File: config.mk
export PLATFORM = sky130hd
export DESIGN_NAME = string_key_bucket_hash
export DESIGN_NICKNAME = d
export VERILOG_FILES = /design/src/hw/rtl/skbh_pkg.sv /design/src/hw/rtl/string_key_bucket_hash.sv /design/src/hw/rtl/skbh_modred.sv
export SDC_FILE = /design/constraint.sdc
export NUM_CORES = 2
export LEC_CHECK = 0
export ABC_AREA = 1
export ABC_CLOCK_PERIOD_IN_PS = 7600
export BUFFER_PORTS_ARGS = -buffer_cell sky130_fd_sc_hd__buf_2
export CAP_MARGIN = 0
export CORE_MARGIN = 2
export CORE_UTILIZATION = 60
export CTS_BUF_LIST = sky130_fd_sc_hd__clkbuf_8 sky130_fd_sc_hd__clkbuf_16
export DETAILED_ROUTE_END_ITERATION = 16
export GPL_ROUTABILITY_DRIVEN = 0
export GPL_TIMING_DRIVEN = 0
export PLACE_DENSITY = 0.84
export SYNTH_ARGS = -nofsm -noshare
export SYNTH_HDL_FRONTEND = slang
export SYNTH_SLANG_ARGS = --single-unit
File: constraint.sdc
create_clock -name clk -period 7.6 [get_ports clk]
set_input_delay 1.52 -clock clk [delete_from_list [all_inputs] [get_ports clk]]
set_output_delay 1.52 -clock clk [all_outputs]
set_load 0.02 [all_outputs]
File: src/hw/rtl/skbh_pkg.sv
// skbh_pkg: shared types and constants for the string key bucket hash block.
// Used by every module under hw/rtl; depends on nothing else.

package skbh_pkg;

    // Hash word and rotate amount
    localparam int HashWidth = 32;
    localparam int RotLeft   = 27;
    localparam int ByteWidth = 8;

    // Configuration values and MAD product (16 x 32 product plus 16-bit offset)
    localparam int CfgWidth      = 16;
    localparam int CfgIndexWidth = 4;
    localparam int ProdWidth     = CfgWidth + HashWidth + 1;
    localparam int StepWidth     = $clog2(ProdWidth + 1);

    // Register indexes on the configuration port
    localparam logic [CfgIndexWidth-1:0] CfgMadMultiplier = CfgIndexWidth'(0);
    localparam logic [CfgIndexWidth-1:0] CfgMadOffset     = CfgIndexWidth'(1);
    localparam logic [CfgIndexWidth-1:0] CfgMadPrime      = CfgIndexWidth'(2);
    localparam logic [CfgIndexWidth-1:0] CfgBucketCount   = CfgIndexWidth'(3);

    // Register values after reset
    localparam logic [CfgWidth-1:0] MadMultiplierReset = CfgWidth'(1);
    localparam logic [CfgWidth-1:0] MadOffsetReset     = CfgWidth'(0);
    localparam logic [CfgWidth-1:0] MadPrimeReset      = CfgWidth'(10007);
    localparam logic [CfgWidth-1:0] BucketCountReset   = CfgWidth'(1024);

    // Key byte transfer
    typedef struct packed {
        logic [ByteWidth-1:0] key_byte;
        logic                 last_byte;
    } skbh_in_t;

    // Result transfer
    typedef struct packed {
        logic [CfgWidth-1:0]  bucket_index;
        logic [HashWidth-1:0] key_hash;
    } skbh_out_t;

    // Request to the shared modulo unit
    typedef struct packed {
        logic                 start;
        logic [CfgWidth-1:0]  divisor;
        logic [ProdWidth-1:0] dividend;
    } skbh_red_req_t;

    // Answer from the shared modulo unit
    typedef struct packed {
        logic                done;
        logic [CfgWidth-1:0] remainder;
    } skbh_red_rsp_t;

    // One hash step: rotate left, then add the byte sign-extended
    function automatic logic [HashWidth-1:0] hash_step(
        input logic [HashWidth-1:0] h,
        input logic [ByteWidth-1:0] b
    );
        logic [HashWidth-1:0] rot;
        logic [HashWidth-1:0] ext;
        rot = (h << RotLeft) | (h >> (HashWidth - RotLeft));
        ext = {{(HashWidth - ByteWidth){b[ByteWidth-1]}}, b};
        return rot + ext;
    endfunction

endpackage

File: src/hw/rtl/string_key_bucket_hash.sv
// string_key_bucket_hash: top level with hash accumulator, MAD multiply and
// sequencer. Depends on skbh_pkg and skbh_modred.
//
// Usage:
//   Key channel (key_valid / key_stall / key_data) carries one key byte per
//   transfer with a last-byte flag. Bytes without the flag leave the block
//   ready again in the next cycle.
//   On a last byte the block computes bucket = ((a*h + b) mod p) mod buckets
//   with one multiply stage and a shared bit-serial modulo unit (one dividend
//   bit per cycle). key_stall stays high meanwhile.
//   Result channel (res_valid / res_stall / res_data) shows the raw hash and
//   bucket index when the multiply and modulo passes are done; a pass is
//   skipped if mad_prime or bucket_count is zero. The result sits in an output
//   register; the block takes bytes of the next key while it waits there.
//   If the receiver stalls, the result holds; a following key's computation
//   waits at its end until the output register is free.
//   Configuration port (cfg_valid / cfg_ready / cfg_index / cfg_data) is
//   always ready; write it only while idle. Other indexes are ignored.
//   Reset clears the running hash, empties the result register and loads
//   the register defaults a=1, b=0, p=10007, buckets=1024.

module string_key_bucket_hash (
    input  logic                                 clk,
    input  logic                                 rst_n,
    input  logic                                 key_valid,
    output logic                                 key_stall,
    input  skbh_pkg::skbh_in_t                   key_data,
    output logic                                 res_valid,
    input  logic                                 res_stall,
    output skbh_pkg::skbh_out_t                  res_data,
    input  logic                                 cfg_valid,
    output logic                                 cfg_ready,
    input  logic [skbh_pkg::CfgIndexWidth-1:0]   cfg_index,
    input  logic [skbh_pkg::CfgWidth-1:0]        cfg_data
);

    // Sequencer codes
    localparam logic [2:0] StIdle = 3'd0;
    localparam logic [2:0] StMul  = 3'd1;
    localparam logic [2:0] StSel  = 3'd2;
    localparam logic [2:0] StRedP = 3'd3;
    localparam logic [2:0] StRedB = 3'd4;
    localparam logic [2:0] StWait = 3'd5;

    logic [2:0]                        state_reg;
    logic [2:0]                        state_next;
    logic [skbh_pkg::HashWidth-1:0]    run_hash_reg;
    logic [skbh_pkg::HashWidth-1:0]    run_hash_next;
    logic [skbh_pkg::HashWidth-1:0]    key_hash_reg;
    logic [skbh_pkg::HashWidth-1:0]    key_hash_next;
    logic [skbh_pkg::ProdWidth-1:0]    prod_reg;
    logic [skbh_pkg::ProdWidth-1:0]    prod_next;
    logic [skbh_pkg::CfgWidth-1:0]     bucket_reg;
    logic [skbh_pkg::CfgWidth-1:0]     bucket_next;
    logic                              res_valid_reg;
    logic                              res_valid_next;
    skbh_pkg::skbh_out_t               res_data_reg;
    skbh_pkg::skbh_out_t               res_data_next;
    logic [skbh_pkg::CfgWidth-1:0]     mad_mult_reg;
    logic [skbh_pkg::CfgWidth-1:0]     mad_off_reg;
    logic [skbh_pkg::CfgWidth-1:0]     mad_prime_reg;
    logic [skbh_pkg::CfgWidth-1:0]     bucket_cnt_reg;
    logic [skbh_pkg::HashWidth-1:0]    hash_new;
    logic [skbh_pkg::ProdWidth-2:0]    mul_w;
    logic                              key_xfer;
    logic                              res_free;
    skbh_pkg::skbh_red_req_t           red_req;
    skbh_pkg::skbh_red_rsp_t           red_rsp;

    assign key_stall = (state_reg != StIdle);
    assign key_xfer  = key_valid && !key_stall;
    assign res_free  = !res_valid_reg || !res_stall;
    assign hash_new  = skbh_pkg::hash_step(run_hash_reg, key_data.key_byte);

    // 16 x 32 multiply; the product plus the offset is registered in prod_reg
    assign mul_w = (skbh_pkg::ProdWidth-1)'(mad_mult_reg)
                 * (skbh_pkg::ProdWidth-1)'(key_hash_reg);

    // Shared modulo unit
    skbh_modred u_modred (
        .clk   (clk),
        .rst_n (rst_n),
        .req   (red_req),
        .rsp   (red_rsp)
    );

    // Sequencer and datapath next values
    always_comb
    begin
        state_next       = state_reg;
        run_hash_next    = run_hash_reg;
        key_hash_next    = key_hash_reg;
        prod_next        = prod_reg;
        bucket_next      = bucket_reg;
        res_valid_next   = res_valid_reg && res_stall;
        res_data_next    = res_data_reg;
        red_req.start    = 1'b0;
        red_req.divisor  = mad_prime_reg;
        red_req.dividend = prod_reg;
        unique case (state_reg)
            StIdle:
            begin
                if (key_xfer)
                begin
                    if (key_data.last_byte)
                    begin
                        key_hash_next = hash_new;
                        run_hash_next = '0;
                        state_next    = StMul;
                    end
                    else
                    begin
                        run_hash_next = hash_new;
                    end
                end
            end
            StMul:
            begin
                prod_next  = {1'b0, mul_w} + skbh_pkg::ProdWidth'(mad_off_reg);
                state_next = StSel;
            end
            StSel:
            begin
                priority if (mad_prime_reg != '0)
                begin
                    red_req.start = 1'b1;
                    state_next    = StRedP;
                end
                else if (bucket_cnt_reg == '0)
                begin
                    bucket_next = '0;
                    state_next  = StWait;
                end
                else
                begin
                    red_req.start   = 1'b1;
                    red_req.divisor = bucket_cnt_reg;
                    state_next      = StRedB;
                end
            end
            StRedP:
            begin
                red_req.dividend = skbh_pkg::ProdWidth'(red_rsp.remainder);
                red_req.divisor  = bucket_cnt_reg;
                if (red_rsp.done)
                begin
                    if (bucket_cnt_reg == '0)
                    begin
                        bucket_next = '0;
                        state_next  = StWait;
                    end
                    else
                    begin
                        red_req.start = 1'b1;
                        state_next    = StRedB;
                    end
                end
            end
            StRedB:
            begin
                if (red_rsp.done)
                begin
                    bucket_next = red_rsp.remainder;
                    state_next  = StWait;
                end
            end
            StWait:
            begin
                // load the output register once it is free
                if (res_free)
                begin
                    res_valid_next             = 1'b1;
                    res_data_next.bucket_index = bucket_reg;
                    res_data_next.key_hash     = key_hash_reg;
                    state_next                 = StIdle;
                end
            end
            default:
            begin
                state_next = StIdle;
            end
        endcase
    end

    // Control state
    always_ff @(posedge clk or negedge rst_n)
    begin
        if (!rst_n)
        begin
            state_reg     <= StIdle;
            run_hash_reg  <= '0;
            res_valid_reg <= 1'b0;
        end
        else
        begin
            state_reg     <= state_next;
            run_hash_reg  <= run_hash_next;
            res_valid_reg <= res_valid_next;
        end
    end

    // Payload registers
    always_ff @(posedge clk)
    begin
        key_hash_reg <= key_hash_next;
        prod_reg     <= prod_next;
        bucket_reg   <= bucket_next;
        res_data_reg <= res_data_next;
    end

    // Configuration registers
    always_ff @(posedge clk or negedge rst_n)
    begin
        if (!rst_n)
        begin
            mad_mult_reg   <= skbh_pkg::MadMultiplierReset;
            mad_off_reg    <= skbh_pkg::MadOffsetReset;
            mad_prime_reg  <= skbh_pkg::MadPrimeReset;
            bucket_cnt_reg <= skbh_pkg::BucketCountReset;
        end
        else if (cfg_valid && cfg_ready)
        begin
            unique case (cfg_index)
                skbh_pkg::CfgMadMultiplier: mad_mult_reg   <= cfg_data;
                skbh_pkg::CfgMadOffset:     mad_off_reg    <= cfg_data;
                skbh_pkg::CfgMadPrime:      mad_prime_reg  <= cfg_data;
                skbh_pkg::CfgBucketCount:   bucket_cnt_reg <= cfg_data;
                default:
                begin
                end
            endcase
        end
    end

    assign cfg_ready = 1'b1;
    assign res_valid = res_valid_reg;
    assign res_data  = res_data_reg;

endmodule

File: src/hw/rtl/skbh_modred.sv
// skbh_modred: bit-serial restoring modulo unit, one dividend bit per cycle.
// Depends on skbh_pkg for widths and the request/answer structs.

module skbh_modred (
    input  logic                   clk,
    input  logic                   rst_n,
    input  skbh_pkg::skbh_red_req_t req,
    output skbh_pkg::skbh_red_rsp_t rsp
);

    logic                             run_reg;
    logic                             run_next;
    logic                             done_reg;
    logic                             done_next;
    logic [skbh_pkg::StepWidth-1:0]   count_reg;
    logic [skbh_pkg::StepWidth-1:0]   count_next;
    logic [skbh_pkg::ProdWidth-1:0]   dvd_reg;
    logic [skbh_pkg::ProdWidth-1:0]   dvd_next;
    logic [skbh_pkg::CfgWidth-1:0]    rem_reg;
    logic [skbh_pkg::CfgWidth-1:0]    rem_next;
    logic [skbh_pkg::CfgWidth-1:0]    div_reg;
    logic [skbh_pkg::CfgWidth-1:0]    div_next;
    logic [skbh_pkg::CfgWidth:0]      trial;
    logic [skbh_pkg::CfgWidth:0]      diff;

    // Shift in the next dividend bit and try to subtract the divisor
    assign trial = {rem_reg, dvd_reg[skbh_pkg::ProdWidth-1]};
    assign diff  = trial - {1'b0, div_reg};

    always_comb
    begin
        run_next   = run_reg;
        done_next  = 1'b0;
        count_next = count_reg;
        dvd_next   = dvd_reg;
        rem_next   = rem_reg;
        div_next   = div_reg;
        if (req.start)
        begin
            run_next   = 1'b1;
            count_next = skbh_pkg::StepWidth'(skbh_pkg::ProdWidth);
            dvd_next   = req.dividend;
            rem_next   = '0;
            div_next   = req.divisor;
        end
        else if (run_reg)
        begin
            // remainder stays below the divisor, so 16 bits hold it
            rem_next   = (trial >= {1'b0, div_reg}) ? diff[skbh_pkg::CfgWidth-1:0]
                                                    : trial[skbh_pkg::CfgWidth-1:0];
            dvd_next   = dvd_reg << 1;
            count_next = count_reg - skbh_pkg::StepWidth'(1);
            if (count_reg == skbh_pkg::StepWidth'(1))
            begin
                run_next  = 1'b0;
                done_next = 1'b1;
            end
        end
    end

    // Control state
    always_ff @(posedge clk or negedge rst_n)
    begin
        if (!rst_n)
        begin
            run_reg   <= 1'b0;
            done_reg  <= 1'b0;
            count_reg <= '0;
        end
        else
        begin
            run_reg   <= run_next;
            done_reg  <= done_next;
            count_reg <= count_next;
        end
    end

    // Datapath
    always_ff @(posedge clk)
    begin
        dvd_reg <= dvd_next;
        rem_reg <= rem_next;
        div_reg <= div_next;
    end

    assign rsp.done      = done_reg;
    assign rsp.remainder = rem_reg;

endmodule

==> reports/metrics.cfg <==
[global_route]
antenna_found_initial=1
grt_pass1_vias=29161
grt_start_max_net_pins=64
grt_pass1_wl_um=150300
grtUsageTotal_pct=32.31
overflow=0

[layout]
nets=5235
n_antenna_cell=0
final_cell_mix=1468 x nand2_1, 1141 x inv_1, 437 x fa_1, 210 x edfxtp_1, 191 x ha_1
area_delta_synth_final_pct=7.697
final_common_cell=nand2_1
drive_gt1_share_pct=4.695

[drt]
wl_um=93830
wl_per_cell_um=17.49
dr.first_iter.drc_count=3106
vias=28871
vias_per_cell=5.380
drtAntennaViolNets=0
drc=0
dr.pass1.iters=7

[yosys]
syn-cell-area_sq_um=34760
syn_nets=5110
ys_types=47
netlist_instances=4448
ys_ff_latch=334
yosysWarnings=0
ys_seq_area_share_pct=26.88
avgSynthCellArea_sq_um=7.814

[placement]
dpl.hpwl_um=73930
port-buffer-count=83

[setup_path]
worstPathCellList=clkbuf_1 -> clkbuf_1 -> nand2_1 -> fa_1 -> fa_1 -> fa_1 -> inv_1 -> fa_1 -> fa_1 -> inv_1 -> fa_1 -> inv_1 -> ha_1 -> nand2_1 -> nor2_1 -> nand2_1 -> nor3_1 -> nand3_1 -> nand4_1 -> nand2_1
crit_required_ps=7900
rr_worst_depth=20
cpPeakStageDelay_ps=620
worstSetupPathType=flip-flop to flip-flop
crit_arrival_ps=7260
cpMaxStageDelayCell=fa_1
crit_fanout=10
critPathCaptureType=flip-flop
critPathLaunchType=flip-flop
cpMostUsedCell=fa_1

[sta]
setup_violations=0
fin_setup_tns_ps=0
skew_ps=31.24
rsz0062_at_grt=false
period_share_pct=91.57
worstMarginPinSlew_ps=991.1
relSlewSlack_pct=33.93
finalCriticalPeriod_ps=6960
slew_violations=0
hold_violations=0
fmax_mhz=143.7

[die]
io_pins=85
start_util_pct=60.47
die_h_um=244.7
fp.coreArea_sq_um=57480
placementRows=88
die_w_um=244.7
die_area_sq_um=59870

[clocking]
post_cts_buffers=0
clkSlewWorstSetupHoldPaths_ps=60
hold_buffers=0
clkLatencyLatePin_ps=570
cts-root-buf=clkbuf_16
cts_tree=done
clock_path_buffers=3
htreeDepth=2
cts_resized=0
cts_buffers=36
cts_sinks=334

[status]
status=complete, no violations

[min_path]
min-delay-path-class=flip-flop to flip-flop
hold_depth=0

[run]
drv_cap=0

[worst max-delay path: cells and delay by family (launching register included)]
kind,cells,cell delay (ps)
AND/OR/NAND/NOR,8,1310
flip-flops,1,500
adder cells (fa/ha/maj),7,3510
buffers and inverters,5,1370
[synth_stat cells (all sizes together)]
master / instances / share of area [%]
a22o: 5 / 0.13
ha: 191 / 6.9
nand2b: 1 / 0.018
conb: 1 / 0.011
o21bai: 11 / 0.24
nor3: 17 / 0.26
nand4: 17 / 0.31
a21o: 3 / 0.065
o21ai: 117 / 1.7
nand2: 1482 / 16
nor2: 195 / 2.2
buf: 22 / 0.46
xor2: 32 / 0.81
xnor2: 20 / 0.50
fa: 437 / 25
o211ai: 1 / 0.036
a31oi: 15 / 0.27
inv: 1135 / 12
nand3: 139 / 2.0
a21oi: 85 / 1.3
clkbuf: 153 / 1.7
nor4: 1 / 0.018
a221oi: 1 / 0.025
dfxtp: 16 / 0.92
dfrtp: 98 / 7.1
nand3b: 6 / 0.13
o22ai: 1 / 0.018
edfxtp: 210 / 18
or2: 5 / 0.090
clkinv: 1 / 0.011
dfstp: 10 / 0.76
and2: 20 / 0.36
[stage by stage]
step / util, % / hold slack (ps) / setup slack [ps] / instance area [sq um] / cells
floorplan: - / 400.3 / 2098 / 34760 / 4448
global placement: 62.86 / 400.5 / 935.0 / 36130 / 5296
detailed placement: 63.05 / 406.2 / 842.0 / 36240 / 5300
CTS: 65.13 / 421.1 / 856.4 / 37430 / 5366
global route: 65.13 / 432.0 / 448.6 / 37430 / 5366
finish: 65.13 / 416.5 / 640.5 / 37430 / 5366
[cell type report]
cell class	count	area, sq um
fill	4621	20040
multi-input combinational	2803	20440
timing repair buffer	87	493.0
sequential	334	9341
tap	765	957.2
inverter	1136	4269
clock inverter	27	239.0
buffer	175	734.5
clock buffer	39	953.4
[logic make-up (layout without fill, tap and decap cells)]
logic type	count (synthesis)	in the layout	share of synthesized area, %
xor gates and xnor gates	52	52	1.310
DFF	334	334	26.88
and+or+nand+nor	1883	1883	21.60
buffers and inverters	1311	1464	14.40
AOI/OAI and AO/OA	239	239	3.762
adders and majority gates	628	628	32.05
other	1	1	0.01079
[path summary, 6_finish.rpt]
kind	start	end	slack, ps
setup reg to reg	key_hash_reg[27]$_DFFE_PP_	prod_reg[38]$_DFFE_PP_	640
max in group asynchronous	rst_n	mad_prime_reg[8]$_DFFE_PN1P_	5810
hold / removal	bucket_reg[6]$_SDFFCE_PP0P_	res_data[38]$_DFFE_PP_	420
hold reg to reg	bucket_reg[6]$_SDFFCE_PP0P_	res_data[38]$_DFFE_PP_	420
min in group asynchronous	rst_n	run_hash_reg[14]$_DFFE_PN0P_	990
setup / recovery	key_hash_reg[27]$_DFFE_PP_	prod_reg[38]$_DFFE_PP_	640
[metal layers]
metal	vias to the layer above	wire [um]	GRT usage, %
li1	13264	-	-
met1	13466	34430	39.67
met2	1701	42180	51.78
met3	438	10080	7.424
met4	2	7123	20.46
met5	-	17	0
Power is not shown: default switching activity piles up to over one toggle a cycle in this logic, so the estimate is an artifact.
